`src/hw/rtl/crchp_pkg.sv`:
```
`default_nettype none

package crchp_pkg;

    // Header layout: byte positions within one 16-byte header
    localparam logic [3:0] PosMagic0   = 4'd0;
    localparam logic [3:0] PosMagic1   = 4'd1;
    localparam logic [3:0] PosLen0     = 4'd2;
    localparam logic [3:0] PosLen1     = 4'd3;
    localparam logic [3:0] PosLen2     = 4'd4;
    localparam logic [3:0] PosLen3     = 4'd5;
    localparam logic [3:0] PosHeight0  = 4'd6;
    localparam logic [3:0] PosHeight1  = 4'd7;
    localparam logic [3:0] PosWidth0   = 4'd8;
    localparam logic [3:0] PosWidth1   = 4'd9;
    localparam logic [3:0] PosChan0    = 4'd10;
    localparam logic [3:0] PosChan1    = 4'd11;
    localparam logic [3:0] PosOpcode0  = 4'd12;
    localparam logic [3:0] PosOpcode1  = 4'd13;
    localparam logic [3:0] PosCrcLow   = 4'd14;
    localparam logic [3:0] PosCrcHigh  = 4'd15;

    // Bytes 0 .. CrcSpan-1 go through the CRC
    localparam logic [3:0] CrcSpan     = 4'd14;

    localparam logic [15:0] CrcPoly    = 16'h1021;
    localparam logic [7:0]  MagicA     = 8'h61;  // 'a'
    localparam logic [7:0]  MagicB     = 8'h62;  // 'b'
    localparam logic [15:0] MaxChannels = 16'd4;

    // One parsed header
    typedef struct packed {
        logic        header_ok;
        logic [31:0] payload_length;
        logic [15:0] image_height;
        logic [15:0] image_width;
        logic [15:0] channel_count;
        logic [15:0] operation_code;
        logic [15:0] received_crc;
        logic [15:0] computed_crc;
    } t_header_result;

    // CRC-16, poly 0x1021, MSB first, one byte unrolled
    function automatic logic [15:0] crc_byte(input logic [15:0] crc_in,
                                             input logic [7:0]  data);
        logic [15:0] c;
        c = crc_in ^ {data, 8'h00};
        for (int k = 0; k < 8; k++) begin
            if (c[15]) begin
                c = {c[14:0], 1'b0} ^ CrcPoly;
            end else begin
                c = {c[14:0], 1'b0};
            end
        end
        return c;
    endfunction

endpackage

`default_nettype wire

```
`src/hw/rtl/crchp_if.sv`:
```
`default_nettype none

// Byte stream in
interface crchp_in_if;
    logic       valid;
    logic       ready;
    logic [7:0] data_byte;

    modport source (output valid, output data_byte, input ready);
    modport sink   (input valid, input data_byte, output ready);
endinterface

// Parsed header out
interface crchp_out_if;
    logic        valid;
    logic        ready;
    logic        header_ok;
    logic [31:0] payload_length;
    logic [15:0] image_height;
    logic [15:0] image_width;
    logic [15:0] channel_count;
    logic [15:0] operation_code;
    logic [15:0] received_crc;
    logic [15:0] computed_crc;

    modport source (output valid, input ready, output header_ok, output payload_length,
                    output image_height, output image_width, output channel_count,
                    output operation_code, output received_crc, output computed_crc);
    modport sink   (input valid, output ready, input header_ok, input payload_length,
                    input image_height, input image_width, input channel_count,
                    input operation_code, input received_crc, input computed_crc);
endinterface

`default_nettype wire

```
`src/hw/rtl/crchp_in_stage.sv`:
```
`default_nettype none

module crchp_in_stage (
    input  wire logic  i_clk,
    input  wire logic  i_rst_n,
    crchp_in_if.sink   i_in,
    input  wire logic  i_advance,
    output logic       o_valid,
    output logic [7:0] o_byte
);

    logic       r_valid;
    logic [7:0] r_byte;
    logic       w_take;

    // Room when empty or the held word moves on this cycle
    assign i_in.ready = !r_valid || i_advance;
    assign w_take     = i_in.valid && i_in.ready;

    // Valid flag
    always_ff @(posedge i_clk) begin
        if (!i_rst_n) begin
            r_valid <= 1'b0;
        end else if (w_take) begin
            r_valid <= 1'b1;
        end else if (i_advance) begin
            r_valid <= 1'b0;
        end
    end

    // Byte register
    always_ff @(posedge i_clk) begin
        if (w_take) begin
            r_byte <= i_in.data_byte;
        end
    end

    assign o_valid = r_valid;
    assign o_byte  = r_byte;

endmodule

`default_nettype wire

```
`src/hw/rtl/crchp_assembler.sv`:
```
`default_nettype none

module crchp_assembler
    import crchp_pkg::*;
(
    input  wire logic     i_clk,
    input  wire logic     i_rst_n,
    input  wire logic     i_advance,
    input  wire logic [7:0] i_byte,
    output logic          o_last,
    output t_header_result o_result
);

    logic [3:0]  r_pos,      n_pos;
    logic [15:0] r_crc,      n_crc;
    logic [7:0]  r_magic0,   n_magic0;
    logic [7:0]  r_magic1,   n_magic1;
    logic [31:0] r_length,   n_length;
    logic [15:0] r_height,   n_height;
    logic [15:0] r_width,    n_width;
    logic [15:0] r_channels, n_channels;
    logic [15:0] r_opcode,   n_opcode;
    logic [7:0]  r_crc_low,  n_crc_low;
    logic [15:0] w_rx_crc;

    assign o_last = (r_pos == PosCrcHigh);

    // Field capture, CRC update and position count
    always_comb begin
        n_pos      = r_pos;
        n_crc      = r_crc;
        n_magic0   = r_magic0;
        n_magic1   = r_magic1;
        n_length   = r_length;
        n_height   = r_height;
        n_width    = r_width;
        n_channels = r_channels;
        n_opcode   = r_opcode;
        n_crc_low  = r_crc_low;
        if (i_advance) begin
            if (r_pos < CrcSpan) begin
                n_crc = crc_byte(r_crc, i_byte);
            end
            case (r_pos)
                PosMagic0:  n_magic0            = i_byte;
                PosMagic1:  n_magic1            = i_byte;
                PosLen0:    n_length[7:0]       = i_byte;
                PosLen1:    n_length[15:8]      = i_byte;
                PosLen2:    n_length[23:16]     = i_byte;
                PosLen3:    n_length[31:24]     = i_byte;
                PosHeight0: n_height[7:0]       = i_byte;
                PosHeight1: n_height[15:8]      = i_byte;
                PosWidth0:  n_width[7:0]        = i_byte;
                PosWidth1:  n_width[15:8]       = i_byte;
                PosChan0:   n_channels[7:0]     = i_byte;
                PosChan1:   n_channels[15:8]    = i_byte;
                PosOpcode0: n_opcode[7:0]       = i_byte;
                PosOpcode1: n_opcode[15:8]      = i_byte;
                PosCrcLow:  n_crc_low           = i_byte;
                default:    ;
            endcase
            // Last byte closes the header; next word starts a new one
            if (o_last) begin
                n_pos = PosMagic0;
                n_crc = 16'h0000;
            end else begin
                n_pos = r_pos + 4'd1;
            end
        end
    end

    // Control state
    always_ff @(posedge i_clk) begin
        if (!i_rst_n) begin
            r_pos <= PosMagic0;
            r_crc <= 16'h0000;
        end else begin
            r_pos <= n_pos;
            r_crc <= n_crc;
        end
    end

    // Field holds, all rewritten before each result
    always_ff @(posedge i_clk) begin
        r_magic0   <= n_magic0;
        r_magic1   <= n_magic1;
        r_length   <= n_length;
        r_height   <= n_height;
        r_width    <= n_width;
        r_channels <= n_channels;
        r_opcode   <= n_opcode;
        r_crc_low  <= n_crc_low;
    end

    // Result as seen with the final byte in hand
    assign w_rx_crc = {i_byte, r_crc_low};

    always_comb begin
        o_result.header_ok      = (r_length != 32'd0) && (r_magic0 == MagicA)
                                  && (r_magic1 == MagicB) && (r_height != 16'd0)
                                  && (r_width != 16'd0) && (r_channels != 16'd0)
                                  && (r_channels <= MaxChannels) && (w_rx_crc == r_crc);
        o_result.payload_length = r_length;
        o_result.image_height   = r_height;
        o_result.image_width    = r_width;
        o_result.channel_count  = r_channels;
        o_result.operation_code = r_opcode;
        o_result.received_crc   = w_rx_crc;
        o_result.computed_crc   = r_crc;
    end

endmodule

`default_nettype wire

```
`src/hw/rtl/crchp_out_reg.sv`:
```
`default_nettype none

module crchp_out_reg
    import crchp_pkg::*;
(
    input  wire logic          i_clk,
    input  wire logic          i_rst_n,
    input  wire logic          i_load,
    input  wire t_header_result i_result,
    output logic               o_space,
    crchp_out_if.source        o_out
);

    logic           r_valid;
    t_header_result r_result;

    // Free when empty or the held word leaves this cycle
    assign o_space = !r_valid || o_out.ready;

    always_ff @(posedge i_clk) begin
        if (!i_rst_n) begin
            r_valid <= 1'b0;
        end else if (i_load) begin
            r_valid <= 1'b1;
        end else if (o_out.ready) begin
            r_valid <= 1'b0;
        end
    end

    always_ff @(posedge i_clk) begin
        if (i_load) begin
            r_result <= i_result;
        end
    end

    assign o_out.valid          = r_valid;
    assign o_out.header_ok      = r_result.header_ok;
    assign o_out.payload_length = r_result.payload_length;
    assign o_out.image_height   = r_result.image_height;
    assign o_out.image_width    = r_result.image_width;
    assign o_out.channel_count  = r_result.channel_count;
    assign o_out.operation_code = r_result.operation_code;
    assign o_out.received_crc   = r_result.received_crc;
    assign o_out.computed_crc   = r_result.computed_crc;

endmodule

`default_nettype wire

```
`src/hw/rtl/crc_checked_header_parser_top.sv`:
```
// Header parser with CRC-16 check. Bytes arrive on i_in, one per word, and
// every 16 bytes form a header: magic 'a','b', a little-endian 32-bit payload
// length, little-endian 16-bit height, width, channels and opcode, then a
// little-endian CRC over the first 14 bytes (poly 0x1021, init 0, MSB first,
// no final XOR). After the 16th byte one word leaves on o_out with all fields,
// both CRCs and header_ok; a failed header is still reported and the next byte
// is byte 0 of a new header. Throughput is one byte per cycle while o_out is
// not stalled: each byte is held in the input register while a byte-wide
// unrolled CRC step and the field capture run, and a result is registered in
// the output register once its last byte leaves the input register. A stalled
// o_out only holds back the 16th byte of the following header.
`default_nettype none

module crc_checked_header_parser_top
    import crchp_pkg::*;
(
    input  wire logic    i_clk,
    input  wire logic    i_rst_n,
    crchp_in_if.sink     i_in,
    crchp_out_if.source  o_out
);

    logic           w_in_valid;
    logic [7:0]     w_in_byte;
    logic           w_last;
    logic           w_space;
    logic           w_advance;
    t_header_result w_result;

    // Held byte moves on unless it completes a header and the output is full
    assign w_advance = w_in_valid && (!w_last || w_space);

    crchp_in_stage u_in_stage (
        .i_clk     (i_clk),
        .i_rst_n   (i_rst_n),
        .i_in      (i_in),
        .i_advance (w_advance),
        .o_valid   (w_in_valid),
        .o_byte    (w_in_byte)
    );

    crchp_assembler u_assembler (
        .i_clk     (i_clk),
        .i_rst_n   (i_rst_n),
        .i_advance (w_advance),
        .i_byte    (w_in_byte),
        .o_last    (w_last),
        .o_result  (w_result)
    );

    crchp_out_reg u_out_reg (
        .i_clk    (i_clk),
        .i_rst_n  (i_rst_n),
        .i_load   (w_advance && w_last),
        .i_result (w_result),
        .o_space  (w_space),
        .o_out    (o_out)
    );

endmodule

`default_nettype wire

```
`src/flat_wrapper.sv`:
```
// flat-port wrapper written by rule: the top's interface ports become plain ports
module crc_checked_header_parser_top_flat import crchp_pkg::*;
  (i_clk, i_rst_n, i_in_valid, i_in_data_byte, i_in_ready, o_out_valid, o_out_ready, o_out_header_ok, o_out_payload_length, o_out_image_height, o_out_image_width, o_out_channel_count, o_out_operation_code, o_out_received_crc, o_out_computed_crc);
  crchp_in_if i_in_i ();
  crchp_out_if o_out_i ();
  input  wire logic i_clk;
  input  wire logic i_rst_n;
  input wire logic [$bits(i_in_i.valid)-1:0] i_in_valid;
  input wire logic [$bits(i_in_i.data_byte)-1:0] i_in_data_byte;
  output wire logic [$bits(i_in_i.ready)-1:0] i_in_ready;
  output wire logic [$bits(o_out_i.valid)-1:0] o_out_valid;
  input wire logic [$bits(o_out_i.ready)-1:0] o_out_ready;
  output wire logic [$bits(o_out_i.header_ok)-1:0] o_out_header_ok;
  output wire logic [$bits(o_out_i.payload_length)-1:0] o_out_payload_length;
  output wire logic [$bits(o_out_i.image_height)-1:0] o_out_image_height;
  output wire logic [$bits(o_out_i.image_width)-1:0] o_out_image_width;
  output wire logic [$bits(o_out_i.channel_count)-1:0] o_out_channel_count;
  output wire logic [$bits(o_out_i.operation_code)-1:0] o_out_operation_code;
  output wire logic [$bits(o_out_i.received_crc)-1:0] o_out_received_crc;
  output wire logic [$bits(o_out_i.computed_crc)-1:0] o_out_computed_crc;
  assign i_in_i.valid = i_in_valid;
  assign i_in_i.data_byte = i_in_data_byte;
  assign i_in_ready = i_in_i.ready;
  assign o_out_valid = o_out_i.valid;
  assign o_out_i.ready = o_out_ready;
  assign o_out_header_ok = o_out_i.header_ok;
  assign o_out_payload_length = o_out_i.payload_length;
  assign o_out_image_height = o_out_i.image_height;
  assign o_out_image_width = o_out_i.image_width;
  assign o_out_channel_count = o_out_i.channel_count;
  assign o_out_operation_code = o_out_i.operation_code;
  assign o_out_received_crc = o_out_i.received_crc;
  assign o_out_computed_crc = o_out_i.computed_crc;
  crc_checked_header_parser_top u_core (.i_clk(i_clk), .i_rst_n(i_rst_n), .i_in(i_in_i), .o_out(o_out_i));
endmodule
```
`config.mk`:
```
export PLATFORM = sky130hd
export DESIGN_NAME = crc_checked_header_parser_top_flat
export DESIGN_NICKNAME = d
export VERILOG_FILES = /design/src/hw/rtl/crchp_pkg.sv /design/src/hw/rtl/crchp_if.sv /design/src/hw/rtl/crchp_in_stage.sv /design/src/hw/rtl/crchp_assembler.sv /design/src/hw/rtl/crchp_out_reg.sv /design/src/hw/rtl/crc_checked_header_parser_top.sv /design/src/flat_wrapper.sv
export SDC_FILE = /design/constraint.sdc
export NUM_CORES = 1
export LEC_CHECK = 0
export BUFFER_PORTS_ARGS = -buffer_cell sky130_fd_sc_hd__buf_4
export CAP_MARGIN = 25
export CORE_AREA = 2 2 151 153
export DETAILED_ROUTE_END_ITERATION = 12
export DIE_AREA = 0 0 153 155
export HOLD_SLACK_MARGIN = 0.08
export SYNTH_ARGS = -nofsm -noshare
export SYNTH_HDL_FRONTEND = slang
export SYNTH_HIERARCHICAL = 1
export SYNTH_SLANG_ARGS = --single-unit
export TNS_END_PERCENT = 20
```
`constraint.sdc`:
```
create_clock -name i_clk -period 8.16 [get_ports i_clk]
set_input_delay 0.816 -clock i_clk [delete_from_list [all_inputs] [get_ports i_clk]]
set_output_delay 0.816 -clock i_clk [all_outputs]
set_load 0.1 [all_outputs]
```
==> impl_metrics.prom <==
# TYPE chip_impl_metric gauge
chip_impl_info{name="hold_class",value="reg2reg"} 1
chip_impl_info{name="mostFrequentLayoutCells",value="sky130_fd_sc_hd__edfxtp_1 (257), sky130_fd_sc_hd__buf_4 (148), sky130_fd_sc_hd__clkbuf_16 (27)"} 1
chip_impl_metric{name="area.growth.synth_to_final",unit="%"} 23.6
chip_impl_metric{name="cp_data_arrival_time",unit="ps"} 2740
chip_impl_info{name="cp_capture_type",value="output pin"} 1
chip_impl_metric{name="finalWeightedCongestion",unit=""} 0.797
chip_impl_metric{name="max_fanout_on_critical_path",unit=""} 11
chip_impl_info{name="crit_path_cell_trace",value="ha_1 -> nand3_2 -> inv_2 -> a21boi_1 -> nand2b_4 -> buf_4"} 1
chip_impl_metric{name="drt-total-wl",unit="mm"} 18.4
chip_impl_metric{name="stdcell_count",unit=""} 930
chip_impl_metric{name="vias_per_cell",unit=""} 4.91
chip_impl_info{name="rr_startpoint",value="u_core/u_assembler/r_pos[0]$_SDFFE_PN0P_"} 1
chip_impl_metric{name="mappedNetlistArea",unit="mm^2"} 0.00940
chip_impl_info{name="standard_cell_with_the_maximum_stage_delay_on_the_critical_path",value="sky130_fd_sc_hd__a21boi_1"} 1
chip_impl_metric{name="h_tree_depth",unit=""} 1
chip_impl_metric{name="grt_overflow_total",unit=""} 0
chip_impl_metric{name="synth.distinct_cells",unit=""} 42
chip_impl_metric{name="worstPathBufferInverterCount",unit=""} 2
chip_impl_metric{name="finalSetupViolCount",unit=""} 0
chip_impl_info{name="synth.largest_area_cell",value="sky130_fd_sc_hd__edfxtp_1"} 1
chip_impl_metric{name="power_density_relative_to_cell_area",unit="mW/mm^2"} 245
chip_impl_metric{name="synth-seq-area-share",unit="%"} 86.8
chip_impl_metric{name="grt_start_max_net_pins",unit=""} 80
chip_impl_metric{name="cts.clk_slew.worst_paths",unit="ps"} 60
chip_impl_info{name="clock-root-buffer",value="sky130_fd_sc_hd__clkbuf_16"} 1
chip_impl_info{name="timing.critical_path.from",value="u_core/u_assembler/r_pos[0]$_SDFFE_PN0P_"} 1
chip_impl_metric{name="initial_utilization",unit="%"} 42.3
chip_impl_metric{name="hpwlAfterDp",unit="mm"} 11.8
chip_impl_metric{name="achievable-frequency",unit="MHz"} 281
chip_impl_metric{name="core.rowCount",unit=""} 55
chip_impl_metric{name="floorplan.core_area",unit="mm^2"} 0.0222
chip_impl_metric{name="synthDominantCellAreaShare",unit="%"} 82.1
chip_impl_metric{name="setup-tns-final",unit="ps"} 0
chip_impl_metric{name="global_route_wire_length_before_repair",unit="mm"} 27.4
chip_impl_metric{name="worst_r2r_path_depth",unit=""} 7
chip_impl_metric{name="finalHoldViolCount",unit=""} 0
chip_impl_metric{name="crit_required",unit="ps"} 7340
chip_impl_info{name="crit_family",value="compound AO/OA/AOI/OAI gates"} 1
chip_impl_metric{name="grt_pass1_vias",unit=""} 4756
chip_impl_metric{name="antenna_violations_before_repair",unit=""} 0
chip_impl_metric{name="syn_area_cell",unit="um^2"} 20.4
chip_impl_metric{name="synth_fp_nets",unit=""} 477
chip_impl_metric{name="final_min_period_over_clock_period",unit="%"} 43.5
chip_impl_metric{name="die_area",unit="mm^2"} 0.0237
chip_impl_metric{name="drc_errors",unit=""} 0
chip_impl_metric{name="peakVddDrop",unit="mV"} 0.126
chip_impl_metric{name="drt_first_iter_violations",unit=""} 343
chip_impl_info{name="crit_type",value="reg2out"} 1
chip_impl_metric{name="final_cell_area",unit="mm^2"} 0.0116
chip_impl_metric{name="fin_hold_ws",unit="ps"} 418
chip_impl_info{name="outcome",value="finished, final reports clean"} 1
chip_impl_metric{name="top_level_ports",unit=""} 143
chip_impl_info{name="unrepaired_setup_endpoints_after_global_routing",value="no"} 1
chip_impl_info{name="crit_path_start_kind",value="flop"} 1
chip_impl_metric{name="synth.ff_latch_count",unit=""} 279
chip_impl_info{name="tritoncts_clock_tree",value="built"} 1
chip_impl_metric{name="final_nets",unit=""} 641
chip_impl_info{name="r2r_path_end",value="u_core/u_assembler/r_crc[7]$_SDFFE_PN0P_"} 1
chip_impl_info{name="endpoint",value="i_in_ready"} 1
chip_impl_metric{name="cts_post_setup_buffers_inserted",unit=""} 0
chip_impl_metric{name="dr_total_vias",unit=""} 4568
chip_impl_metric{name="place_area",unit="mm^2"} 0.0108
chip_impl_metric{name="worst-r2r-setup-slack",unit="ps"} 5020
chip_impl_info{name="ys_top_cells_by_area",value="sky130_fd_sc_hd__edfxtp_1 (82%), sky130_fd_sc_hd__dfxtp_1 (4.7%), sky130_fd_sc_hd__xnor2_1 (1.7%)"} 1
chip_impl_metric{name="dieHeight",unit="um"} 155
chip_impl_metric{name="cp_num_cells",unit=""} 6
chip_impl_metric{name="detail_route.wl_per_cell",unit="um"} 19.8
chip_impl_metric{name="detail-route-antenna-nets",unit=""} 0
chip_impl_metric{name="clockBufferDepth",unit=""} 3
chip_impl_metric{name="worst_pin_slew",unit="ps"} 946
chip_impl_metric{name="fin_util",unit="%"} 52.3
chip_impl_metric{name="cts.hold.buffers_added",unit=""} 0
chip_impl_metric{name="port_buffers",unit=""} 142
chip_impl_metric{name="lkg_pwr",unit="nW"} 3.99
chip_impl_metric{name="post_cts.resized_instances",unit=""} 0
chip_impl_metric{name="placedCellCount",unit=""} 880
chip_impl_metric{name="track_usage",unit="%"} 15.1
chip_impl_metric{name="maxSlewHeadroom",unit="%"} 36.9
chip_impl_metric{name="largest_stage_delay_on_the_critical_path",unit="ps"} 650
chip_impl_metric{name="clock_sinks",unit=""} 279
chip_impl_metric{name="num_antenna_cells",unit=""} 0
chip_impl_metric{name="clk_latency",unit="ps"} 510
chip_impl_metric{name="cts_inserted_buffers",unit=""} 27
chip_impl_metric{name="final_layout_size_suffix_gt1_share",unit="%"} 30.2
chip_impl_metric{name="fin_worst_skew",unit="ps"} 12.5
chip_impl_info{name="mostFrequentLayoutCell",value="sky130_fd_sc_hd__edfxtp_1"} 1
chip_impl_metric{name="synth.yosys.warnings",unit=""} 6
chip_impl_metric{name="fin_crit",unit="ps"} 3550
chip_impl_metric{name="die_width",unit="um"} 153
chip_impl_metric{name="timing.final.max_slew_violations",unit=""} 0
chip_impl_metric{name="syn_inst",unit=""} 461
chip_impl_metric{name="drt_pre_antenna_iters",unit=""} 4
chip_impl_metric{name="max_cap_violations",unit=""} 0
power breakdown:
group          switching, mW  internal, mW  total, mW
registers             0.0277          1.58       1.60
logic                 0.0655        0.0487      0.114
clock network          0.477         0.651       1.13
total                  0.570          2.28       2.85
cell families (layout without fill, tap and decap cells):
| group | after synthesis | count (layout) | synth area share (%) |
|---|---|---|---|
| AO/OA/AOI/OAI | 24 | 24 | 1.66 |
| AND/OR/NAND/NOR | 100 | 100 | 6.51 |
| buffers and inverters | 21 | 205 | 1.18 |
| multiplexers | 2 | 2 | 0.213 |
| adder cells (fa/ha/maj) | 4 | 4 | 0.532 |
| flip-flops | 279 | 279 | 86.8 |
| XOR/XNOR | 31 | 31 | 3.13 |
Yosys cell counts, drive strengths merged:
cell,count
edfxtp,257
dfxtp,22
nor4,21
xnor2,20
and2,17
nand3,13
nand2,11
xor2,11
buf,10
nand4,10
nor2,9
inv,7
o21ai,7
a21oi,6
or4,5
a2bb2oi,4
clkbuf,4
ha,4
a21boi,3
a31oi,3
and3,2
mux2i,2
nand2b,2
nor4b,2
and3b,1
and4,1
nand3b,1
nand4b,1
nor3b,1
nor4bb,1
o211ai,1
or3,1
or4b,1
worst min path at each step:
stage,cells after the start,from,end
2_1_floorplan,0,u_core/u_assembler/r_opcode[0]$_DFFE_PP_,u_core/u_out_reg/o_out.operation_code[0]$_DFFE_PP_
3_3_place_gp,0,u_core/u_assembler/r_opcode[14]$_DFFE_PP_,u_core/u_out_reg/o_out.operation_code[14]$_DFFE_PP_
3_5_place_dp,0,u_core/u_assembler/r_opcode[12]$_DFFE_PP_,u_core/u_out_reg/o_out.operation_code[12]$_DFFE_PP_
4_1_cts,0,u_core/u_assembler/r_opcode[12]$_DFFE_PP_,u_core/u_out_reg/o_out.operation_code[12]$_DFFE_PP_
5_1_grt,0,u_core/u_assembler/r_opcode[8]$_DFFE_PP_,u_core/u_out_reg/o_out.operation_code[8]$_DFFE_PP_
6_report,0,u_core/u_assembler/r_opcode[13]$_DFFE_PP_,u_core/u_out_reg/o_out.operation_code[13]$_DFFE_PP_
final cells by class:
class	count	area [um^2]
Timing Repair Buffer	149	1130
Sequential cell	279	8160
Fill cell	1801	10600
Clock inverter	11	81.3
Clock buffer	38	727
Multi-Input combinational cell	161	1140
Inverter	7	26.3
Tap cell	285	357
routing by layer:
| layer | up-vias | GRT usage [%] | part of all wire (%) |
|---|---|---|---|
| met3 | 27 | 3.12 | 5.2 |
| met1 | 2258 | 18.9 | 41 |
| li1 | 2128 | - | - |
| met4 | 0 | 4.37 | 2.0 |
| met5 | - | 0 | 0 |
| met2 | 155 | 26.9 | 52 |
through the flow:
step	setup WS [ps]	power, mW
after detailed placement	4920	1.75
after global routing	4410	2.95
after CTS	4570	2.88
after global placement	5030	1.74
final	4610	2.85
after floorplan	5140	1.71
No activity file was read; power rests on OpenSTA's default activity.
